$ cat src/rtl/core/tpmpr_ram.sv
`default_nettype none
module tpmpr_ram #(
  parameter int unsigned WIDTH = 8,
  parameter int unsigned DEPTH = 16
) (
  input  wire logic                     clk,
  input  wire logic                     we,
  input  wire logic [$clog2(DEPTH)-1:0] waddr,
  input  wire logic [WIDTH-1:0]         wdata,
  input  wire logic [$clog2(DEPTH)-1:0] raddr,
  output logic      [WIDTH-1:0]         rdata
);
  logic [WIDTH-1:0] mem [DEPTH];
  always_ff @(posedge clk) begin
    if (we) mem[waddr] <= wdata;
    rdata <= mem[raddr];
  end
endmodule
`default_nettype wire

$ cat config.mk
export PLATFORM = sky130hd
export DESIGN_NAME = tpmpr_ram
export DESIGN_NICKNAME = d
export VERILOG_FILES = /design/src/rtl/core/tpmpr_ram.sv
export SDC_FILE = /design/constraint.sdc
export NUM_CORES = 1
export LEC_CHECK = 0
export ABC_AREA = 1
export BUFFER_PORTS_ARGS = -buffer_cell sky130_fd_sc_hd__buf_2
export CAP_MARGIN = 40
export CELL_PAD_IN_SITES_DETAIL_PLACEMENT = 1
export CELL_PAD_IN_SITES_GLOBAL_PLACEMENT = 1
export CORE_MARGIN = 2
export CORE_UTILIZATION = 40
export CTS_BUF_LIST = sky130_fd_sc_hd__clkbuf_4 sky130_fd_sc_hd__clkbuf_8
export DETAILED_ROUTE_END_ITERATION = 10
export PLACE_DENSITY = 0.72
export SLEW_MARGIN = 20
export SYNTH_ARGS = -nofsm -noshare
export SYNTH_HDL_FRONTEND = slang
export SYNTH_SLANG_ARGS = --single-unit
$ cat constraint.sdc
create_clock -name clk -period 1.5 [get_ports clk]
set_clock_uncertainty 0.1 [all_clocks]
set_input_delay 0 -clock clk [delete_from_list [all_inputs] [get_ports clk]]
set_output_delay 0 -clock clk [all_outputs]
set_load 0.03 [all_outputs]
**Yosys cells after proc, flatten, opt, wreduce, memory -nomap -nowiden**

Memory sizes are Yosys's and may differ from the RTL's. A register that Yosys moved wholly into a read port is not among the register bits.
Cells that the tools add are included.
W data, S select, Z words.

- Multiplexer cells: 2

Operators by type and width:

| cell | number |
|---|---|
| $mux W1 | 2 |

- Input port bits: 18
- Bits in writable memories: 128
- Word-level logic and storage cells: 3
- Flip-flop bits (word level): 0
- Memories: 1
- Output and inout port bits: 8

Memories:

| memory | depth | width | read ports | clocked after Yosys merged registers in | write ports | RTL line | RTL |
|---|---|---|---|---|---|---|---|
| mem | 16 | 8 | 1 | 1 | 1 | 13 | `logic [WIDTH-1:0] mem [DEPTH];` |

**Logic depth before layout (Yosys ltp)**

Gate-level depths: netlist (run 1).

- Depth after elaboration: 2
- Depth in mapped cells: 8
- Gate-level depth less buffers: 7

**Least setup slack after synthesis (run 1)**

Ideal clock, no wire load.

- Kind: input -> register
- Start: in waddr[2]
- End: mem mem[10][0], enable pin
- Data required time: 1.030 ns
- Buffers on the path: 0
- Arrival: 0.581 ns
- Setup slack: 0.449 ns
- Setup time: 0.370 ns
- Stages on the path: 2
- Cells stage by stage: nand3b_1 -> nor2_1

RTL lines:

| element | RTL line | RTL |
|---|---|---|
| start, declared | 8 | `input wire logic [$clog2(DEPTH)-1:0] waddr,` |
| end, declared | 13 |  |

No word-level cell before the write port.

==> results_dict.tcl, run 1 <==
set metrics [dict create \
    ioPinCount 26 \
    arrival_ns 1.34 \
    track_usage_pct 19.9 \
    post_cts_buffers 0 \
    critPathBufInv 4 \
    syn-cell-area_um2 5770 \
    synth.distinct_cells 12 \
    cts-htree-levels 4 \
    crit_type "in2reg" \
    yosys-mux-area-fraction_pct 0 \
    slew_headroom_pct 73.8 \
    power_density_nw_per_um2 1150 \
    drcViolationCount 0 \
    leakage_nw 2.88 \
    peakVddDrop_uv 575 \
    status "finished, final reports clean" \
    wire_per_inst_um 17.4 \
    overflow 0 \
    syn-num-nets 569 \
    finalInstanceArea_um2 6620 \
    fin_crit_sh_pct 73.7 \
    crit_path_end_kind "flop" \
    port_buffers 25 \
    hp-class "in2reg" \
    cp_max_fo 16 \
    postSynthAreaPerCell_um2 10.5 \
    fin_cells 798 \
    cts_tree "built" \
    die_h_um 124 \
    vias_per_cell 4.94 \
    yosysWarnings 0 \
    min_path_cells 5 \
    clk_latency_ns 0.45 \
    dp.cells 755 \
    layout_common_cells "nand2_1, edfxtp_1, inv_1, nand3_1, buf_2" \
    critPathLaunchType "input port" \
    postPlaceCellArea_um2 6150 \
    cp.depth 7 \
    synthCells 551 \
    grt_pass1_wl_um 22000 \
    final_common_cell "nand2_1" \
    clkSinkCount 136 \
    hold_viol 0 \
    hpwl_um 9320 \
    synthSimpleGateAreaFrac_pct 21.0 \
    core_area_um2 14000 \
    nets 622 \
    crit_required_ns 1.74 \
    slowest_stage "dlygate4sd3_1" \
    path_cells "dlygate4sd3_1 -> buf_2 -> inv_1 -> buf_4 -> nand3_1 -> nand3_1 -> nand2_1" \
    power_w 0.00763 \
    synth_compound_area_share_pct 0 \
    cts_root_buf "clkbuf_8" \
    routabilityCongestion 0.827 \
    ff2ff_path_depth 6 \
    cts_buffers 17 \
    maxCapViolations 0 \
    clk_path_buf_depth 2 \
    place_ws_ns 0.234 \
    die_area_um2 15400 \
    crit_family "buffers and inverters" \
    cp_slowest_stage_delay_ns 0.53 \
    ys_seq_area_share_pct 69.4 \
    routed_wl_um 13900 \
    placementRows 43 \
    initial_core_util_pct 41.2 \
    ys_ff_latch 136 \
    grt_max_degree 65 \
    grt_pass1_vias 4152 \
    area_growth_pct 14.7 \
    drive_gt1_share_pct 12.6 \
    synth_top_family_by_area "simple AND/OR/NAND/NOR gates" \
    drtIter0Drc 260 \
    synth_adder_area_share_pct 0 \
    clk_pin_slew_ns 0.07 \
    path_common_cell "nand3_1" \
    antenna_found_initial 1 \
    synthXorXnorAreaFrac_pct 0 \
    finalSetupViolCount 0 \
    setup_tns_ns 0 \
    drtPass1Iterations 4 \
    fmax_mhz 905 \
    setup_slack_ns 0.395 \
    worst_pin_slew_ns 0.394 \
    drv_slew 0 \
    rsz0062_at_grt "no" \
    final_antenna_net_count 0 \
    vias 3939 \
    die_x_um 124 \
    post-route-min-period_ns 1.11 \
]
==> per-stage QoR <==
step	util [%]	hold WS, ns
5_1_grt	47.3	0.0583
4_1_cts	47.3	0.0112
3_3_place_gp	44.0	0.292
3_5_place_dp	44.0	0.298
2_1_floorplan	-	-0.00113
6_report	47.3	0.0325
==> state kept, by name, summed over array words and instances (netlist names) <==
name	cells
rdata	8
mem	128
==> routing by layer <==
metal  share of wire [%]  vias to the layer above  routed length, µm  track usage (%)
li1                    -                     1877                  -                -
met1                  43                     1985               5900             24.0
met5                   0                        -                  0                0
met4                 1.1                        0                146             6.18
met2                  52                       66               7240             34.1
met3                 4.2                       11                583             6.04
==> final timing paths <==
| path | from | endpoint | slack, ns |
|---|---|---|---|
| setup / recovery | raddr[2] | rdata[2]$_DFF_P_ | 0.39 |
| hold / removal | raddr[1] | rdata[7]$_DFF_P_ | 0.03 |
| setup reg to reg | mem[11][1]$_DFFE_PP_ | rdata[1]$_DFF_P_ | 0.40 |
| hold reg to reg | mem[10][7]$_DFFE_PP_ | rdata[7]$_DFF_P_ | 0.58 |
==> Yosys cell counts (all sizes together) <==
cell type	count	area [µm²]
nor2	17	63.8
nand3	97	485
buf	24	166
edfxtp	128	3840
nand2	173	649
inv	102	383
dfxtp	8	160
nand3b	2	15.0
==> where the power goes <==
part           total, W  switching, W  leakage (nW)  internal [W]
registers       0.00427     0.0000273          1.22       0.00425
logic          0.000580      0.000404          1.46      0.000176
clock network   0.00278       0.00128         0.193       0.00150
total           0.00763       0.00171          2.88       0.00592
==> worst min-delay path: cells and delay by family <==
kind | cells | cell delay, ns
and+or+nand+nor | 4 | 0.30
buffers and inverters | 1 | 0.23
==> layout make-up <==
cell class,count,area (µm²)
flip-flops and latches,136,4000
inverters,102,383
well taps,180,225
repair buffers,58,423
diodes,1,2.50
fillers,1583,7370
clock buffers,26,314
clock inverters,6,50.0
multi-input cells,289,1210
==> logic make-up (layout without fill, tap and decap cells) <==
family / after synthesis / count (layout)
other cells: 0 / 1
flops: 136 / 136
buf+inv: 126 / 192
simple gates: 289 / 289
==> repair_timing <==
action | CTS | global route
endpoints found under the hold margin | 136 | 0
resized for setup | 0 | 0
hold buffers | 10 | 0
(Power assumes the default switching activity.)
==> run 2, diff against run 1 <==
--- a/config.mk
+++ b/config.mk
@@ -5,7 +5,7 @@
 export SDC_FILE = /design/constraint.sdc
 export NUM_CORES = 1
 export LEC_CHECK = 0
-export ABC_AREA = 1
+export ABC_AREA = 0
 export BUFFER_PORTS_ARGS = -buffer_cell sky130_fd_sc_hd__buf_2
 export CAP_MARGIN = 40
 export CELL_PAD_IN_SITES_DETAIL_PLACEMENT = 1
@@ -14,7 +14,7 @@
 export CORE_UTILIZATION = 40
 export CTS_BUF_LIST = sky130_fd_sc_hd__clkbuf_4 sky130_fd_sc_hd__clkbuf_8
 export DETAILED_ROUTE_END_ITERATION = 10
-export PLACE_DENSITY = 0.72
+export PLACE_DENSITY = 0.67
 export SLEW_MARGIN = 20
 export SYNTH_ARGS = -nofsm -noshare
 export SYNTH_HDL_FRONTEND = slang
==> constraint.sdc (replaced) <==
create_clock -name clk -period 1.1 [get_ports clk]
set_clock_uncertainty 0.1 [all_clocks]
set_input_delay 0 -clock clk [delete_from_list [all_inputs] [get_ports clk]]
set_output_delay 0 -clock clk [all_outputs]
set_load 0.03 [all_outputs]
==> run 2 against run 1 <==
Net effect: the run now ends with hold timing, setup timing left; area after synthesis down 11%; via count shrank 37%; clock-buffer cell count up 2; non-clock buffer count is 8 higher; sequential share of layout area rose by 3.3 points; first-iteration DRC count is 22% lower; highest routed layer unchanged.
==> results_dict.tcl, run 2 <==
set metrics [dict create \
    status "finished with violations" \
    failed_checks "hold timing, setup timing" \
    drtIter0Drc 202 \
    critPathLaunch "mem[2][2]$_DFFE_PP_" \
    largestRegisters "mem (128), rdata (8)" \
    hold-worst-slack_ns -0.0451 \
    vias 2495 \
    initial_core_util_pct 41.0 \
    peakVddDrop_uv 728 \
    critPathBufInv 0 \
    synth.area.top_cells "edfxtp_1, mux4_2, mux4_1, dfxtp_1, a22oi_1" \
    path_cells "mux4_2 -> a22oi_2 -> nand2_1" \
    finalInstanceArea_um2 6280 \
    drt-met1-wl_um 4500 \
    fin_crit_sh_pct 127 \
    power_density_nw_per_um2 1660 \
    critPathLaunchType "flop" \
    post-route-min-period_ns 1.39 \
    final_common_cell "edfxtp_1" \
    ys_seq_area_share_pct 77.8 \
    cts_buffers 17 \
    syn-num-nets 247 \
    clk_latency_ns 0.43 \
    die_h_um 117 \
    drive_gt1_share_pct 44.5 \
    hold_viol 1 \
    grt_pass1_wl_um 16000 \
    track_usage_pct 16.2 \
    yosysWarnings 0 \
    yosysMostFrequentCell "edfxtp_1" \
    crit_family "multiplexers" \
    crit_path_end_kind "flop" \
    rsz0062_at_grt "yes" \
    min_to "rdata[3]$_DFF_P_" \
    die_x_um 117 \
    overflow 0 \
    core_area_um2 12600 \
    regMostFlops "mem" \
    n_antenna_cell 0 \
    area_growth_pct 22.0 \
    hpwl_um 6840 \
    antenna_found_initial 0 \
    drv_slew 0 \
    syn-cell-area_um2 5150 \
    routabilityCongestion 0.687 \
    min-delay-start "raddr[2]" \
    cts_root_buf "clkbuf_8" \
    fmax_mhz 717 \
    yosys.area.top_type "edfxtp_1" \
    ys_ff_latch 136 \
    largest_register_ffs 128 \
    finalSetupViolCount 8 \
    grt_pass1_vias 2670 \
    layout_common_cells "edfxtp_1, mux4_2, buf_4, clkbuf_8, buf_2" \
    synthCells 229 \
    vias_per_cell 5.10 \
    wire_per_inst_um 20.8 \
    min_path_cells 4 \
    utilization_pct 50.0 \
    setup_tns_ns -1.90 \
    synth_top_cells_by_count "edfxtp_1, mux4_2, a22oi_1" \
    clk_path_buf_depth 2 \
    synth.distinct_cells 19 \
    crit_type "reg2reg" \
    synthFlopType "edfxtp_1" \
    worst_pin_slew_ns 0.937 \
    clk_pin_slew_ns 0.07 \
    port_buffers 25 \
    top_layer "met4" \
    hp-class "in2reg" \
    cts_tree "built" \
    crit_required_ns 1.32 \
    postSynthAreaPerCell_um2 22.5 \
    ff2ff_path_depth 3 \
    cp_max_fo 1 \
    slowest_stage "mux4_2" \
    wl_met3_um 360 \
    placementRows 41 \
    fin_cells 489 \
    ioPinCount 26 \
    cts-htree-levels 4 \
    dp.cells 446 \
    synthArstFlopShare_pct 0 \
    drcViolationCount 0 \
    wl_met2_um 5150 \
    synth_top_area_share_pct 74.7 \
    grt_max_degree 18 \
    routed_wl_um 10200 \
    drtPass1Iterations 4 \
    post_cts_buffers 0 \
    cp_slowest_stage_delay_ns 0.49 \
    nets 322 \
    power_w 0.0104 \
    slew_headroom_pct 37.3 \
    r2r-start "mem[2][2]$_DFFE_PP_" \
    synth_edf_count 128 \
    leakage_nw 2.09 \
    clkSinkCount 136 \
    worst-r2r-setup-slack_ns -0.29 \
    timing.rr.end "rdata[2]$_DFF_P_" \
    maxCapViolations 0 \
    final_antenna_net_count 0 \
    die_area_um2 13800 \
    postPlaceCellArea_um2 5710 \
    setup_slack_ns -0.295 \
    arrival_ns 1.62 \
]
-- run 2: changes by cell type after synthesis, sizes merged, moves of 4 or more --
cell / before / now
nand3: 97 / 1
nor3: 0 / 4
buf: 24 / 7
nand2: 173 / 9
mux4: 0 / 32
inv: 102 / 0
nor2: 17 / 13
a22oi: 0 / 16
-- run 2: kinds of logic after synthesis --
| group | count (synthesis) | share of synthesized area [%] |
|---|---|---|
| and+or+nand+nor | 35 | 3.18 |
| AOI/OAI and AO/OA | 16 | 2.33 |
| buffers and inverters | 10 | 1.68 |
| muxes | 32 | 15.0 |
| DFF | 136 | 77.8 |
-- run 2: stage by stage --
step / hold WS, ns / setup slack (ns)
5_1_grt: 0.0109 / -0.339
2_1_floorplan: -0.00113 / -0.133
3_5_place_dp: 0.302 / -0.504
6_report: -0.0451 / -0.295
4_1_cts: -0.00571 / -0.310
3_3_place_gp: 0.291 / -0.462
-- run 2: worst max-delay path by stage --
stage	endpoint	depth (start not counted)
2_1_floorplan	mem[0][0]$_DFFE_PP_	2
3_3_place_gp	rdata[5]$_DFF_P_	6
3_5_place_dp	rdata[5]$_DFF_P_	6
4_1_cts	rdata[2]$_DFF_P_	3
5_1_grt	rdata[5]$_DFF_P_	3
6_report	rdata[2]$_DFF_P_	3
-- run 2: layout make-up --
type,count,area [µm²]
Timing Repair Buffer,66,572
Sequential cell,136,4010
Clock inverter,4,45.0
Tap cell,172,215
Clock buffer,28,335
Multi-Input combinational cell,83,1110
Fill cell,1154,6290
-- run 2: layer usage --
layer | global-route usage (%) | up-vias
met5 | 0 | -
met4 | 6.78 | 0
met3 | 4.96 | 13
met2 | 25.7 | 56
met1 | 21.0 | 1322
li1 | - | 1104
-- run 2: tightest hold or removal path, stage by stage --
cell,delay (ns)
buf_2,0.10
nor2b_1,0.09
a22oi_1,0.18
nand2_1,0.06
-- run 2: power breakdown --
part           internal, W  switching, W
clock network      0.00216       0.00170
registers          0.00579     0.0000429
logic             0.000347      0.000404
-- run 2: what timing repair did --
item,in CTS,in global routing
gates resized for setup,12,13
endpoints found under the setup margin,11,12
hold buffers,8,2
hold endpoints to repair,134,1
==> run 3, diff against run 2 <==
--- a/config.mk
+++ b/config.mk
@@ -10,11 +10,13 @@
 export CAP_MARGIN = 40
 export CELL_PAD_IN_SITES_DETAIL_PLACEMENT = 1
 export CELL_PAD_IN_SITES_GLOBAL_PLACEMENT = 1
+export CORE_ASPECT_RATIO = 1.25
 export CORE_MARGIN = 2
-export CORE_UTILIZATION = 40
+export CORE_UTILIZATION = 45
 export CTS_BUF_LIST = sky130_fd_sc_hd__clkbuf_4 sky130_fd_sc_hd__clkbuf_8
 export DETAILED_ROUTE_END_ITERATION = 10
-export PLACE_DENSITY = 0.67
+export PLACE_DENSITY = 0.73
+export REMOVE_ABC_BUFFERS = 1
 export SLEW_MARGIN = 20
 export SYNTH_ARGS = -nofsm -noshare
 export SYNTH_HDL_FRONTEND = slang
==> run 3 against run 2 <==
Net effect: the run ends with setup timing left; cell count is 8.0% lower; sequential power hardly changed; first-iteration DRC count is 24% higher; clock power is 20% higher; maximum frequency is 0.83% lower; critical path depth stayed put; critical endpoint is now rdata[7]$_DFF_P_; highest routed layer unchanged.
==> results_dict.tcl, run 3 (same netlist as run 2, synthesis figures left out) <==
set metrics [dict create \
    worst_pin_slew_ns 0.798 \
    antenna_found_initial 0 \
    power_frac_clock_pct 41.4 \
    p_sw_share_pct 20.8 \
    routed_wl_um 10900 \
    grt_pass1_vias 2690 \
    postPlaceCellArea_um2 5620 \
    pwr-share-seq_pct 52.2 \
    crit_type "reg2reg" \
    critPathLaunchType "flop" \
    finalSetupViolCount 8 \
    routabilityCongestion 0.743 \
    ioPinCount 26 \
    hold-worst-slack_ns 0.0441 \
    vias 2496 \
    clkSinkCount 136 \
    clk_pin_slew_ns 0.08 \
    die_area_um2 12300 \
    power_frac_comb_pct 6.3 \
    hpwl_um 6950 \
    port_buffers 25 \
    vias_per_cell 5.55 \
    cts_root_buf "clkbuf_8" \
    layout_common_cells "edfxtp_1, buf_4, mux4_2, buf_2, clkbuf_8" \
    grt_pass1_wl_um 16500 \
    drive_gt1_share_pct 40.0 \
    hp-class "in2reg" \
    setup_slack_ns -0.306 \
    grt_max_degree 24 \
    p_sw_w 0.00232 \
    cts_tree "built" \
    path_cells "mux4_2 -> a22oi_1 -> nand2_1" \
    cp_slowest_stage_delay_ns 0.47 \
    power_density_nw_per_um2 1810 \
    die_h_um 124 \
    placementRows 43 \
    initial_core_util_pct 46.2 \
    finalInstanceArea_um2 6160 \
    cp_max_fo 1 \
    post-route-min-period_ns 1.41 \
    largest_register_ffs 128 \
    die_x_um 99.7 \
    drcViolationCount 0 \
    cts_buffers 17 \
    hold_viol 0 \
    peakVddDrop_uv 1140 \
    clk_path_buf_depth 2 \
    regMostFlops "mem" \
    clk_latency_ns 0.42 \
    p_int_w 0.00883 \
    slew_headroom_pct 46.7 \
    slowest_stage "mux4_2" \
    core_area_um2 11100 \
    overflow 0 \
    power_w 0.0112 \
    final_antenna_net_count 0 \
    post_cts_buffers 0 \
    final_common_cell "edfxtp_1" \
    drtIter0Drc 250 \
    track_usage_pct 19.3 \
    worst-r2r-setup-slack_ns -0.31 \
    area_growth_pct 19.7 \
    crit_family "multiplexers" \
    crit_path_end_kind "flop" \
    status "finished with violations" \
    arrival_ns 1.61 \
    place_ws_ns -0.465 \
    cts-htree-levels 4 \
    fmax_mhz 711 \
    largestRegisters "mem (128), rdata (8)" \
    critPathBufInv 0 \
    maxCapViolations 0 \
    drtPass1Iterations 4 \
    leakage_nw 2.08 \
    n_antenna_cell 0 \
    fin_crit_sh_pct 128 \
    nets 320 \
    wire_per_inst_um 24.3 \
    crit_required_ns 1.31 \
    rsz0062_at_grt "yes" \
    drv_slew 0 \
    failed_checks "setup timing" \
]
[run 3: area by class of cell]
class | count | area (µm²)
Clock buffer | 19 | 249
Clock inverter | 13 | 201
Fill cell | 988 | 4980
Multi-Input combinational cell | 83 | 1050
Sequential cell | 136 | 4000
Tap cell | 135 | 169
Timing Repair Buffer | 64 | 485
[run 3: stage by stage]
step	TNS (ns)	std cells	util [%]
2_1_floorplan	-15.29	219	-
3_3_place_gp	-16.62	409	50.4
3_5_place_dp	-22.47	409	50.4
4_1_cts	-2.45	449	55.3
5_1_grt	-2.58	450	55.3
6_report	-2.17	450	55.3
[run 3: worst paths after layout]
| path | startpoint | end | depth (start not counted) |
|---|---|---|---|
| hold reg to reg | mem[14][2]$_DFFE_PP_ | rdata[2]$_DFF_P_ | 3 |
| setup reg to reg | mem[0][7]$_DFFE_PP_ | rdata[7]$_DFF_P_ | 3 |
| hold / removal | waddr[0] | mem[4][2]$_DFFE_PP_ | 3 |
| setup / recovery | mem[0][7]$_DFFE_PP_ | rdata[7]$_DFF_P_ | 3 |
[run 3: routing by layer]
layer / vias up / part of all wire [%] / routed length (µm) / global-route usage [%]
li1: 1108 / - / - / -
met1: 1305 / 40 / 4340 / 23.1
met4: 0 / 0.89 / 97 / 7.45
met3: 9 / 3.7 / 401 / 4.77
met5: - / 0 / 0 / 0
met2: 74 / 56 / 6090 / 34.0
[run 3: worst register-to-register path, delay by kind of cell, from the launching register on]
kind | cells | cell delay [ns]
multiplexers | 1 | 0.47
flip-flops | 1 | 0.36
AO/OA/AOI/OAI | 1 | 0.26
AND/OR/NAND/NOR | 1 | 0.10
[run 3: what timing repair did]
action	CTS	global route
pin swaps	5	5
hold buffers	8	0
hold endpoints to repair	128	0
resized for setup	11	15
setup endpoints to repair	10	10
[run 3: power groups by stage]
| stage | Combinational [W] | Clock [W] | Sequential (W) |
|---|---|---|---|
| 6_report | 0.000708 | 0.00462 | 0.00582 |
| 3_5_place_dp | 0.000643 | 0 | 0.00594 |
| 3_3_place_gp | 0.000618 | 0 | 0.00593 |
| 4_1_cts | 0.000693 | 0.00472 | 0.00583 |
| 2_1_floorplan | 0.000232 | 0 | 0.00600 |
| 5_1_grt | 0.000758 | 0.00489 | 0.00584 |
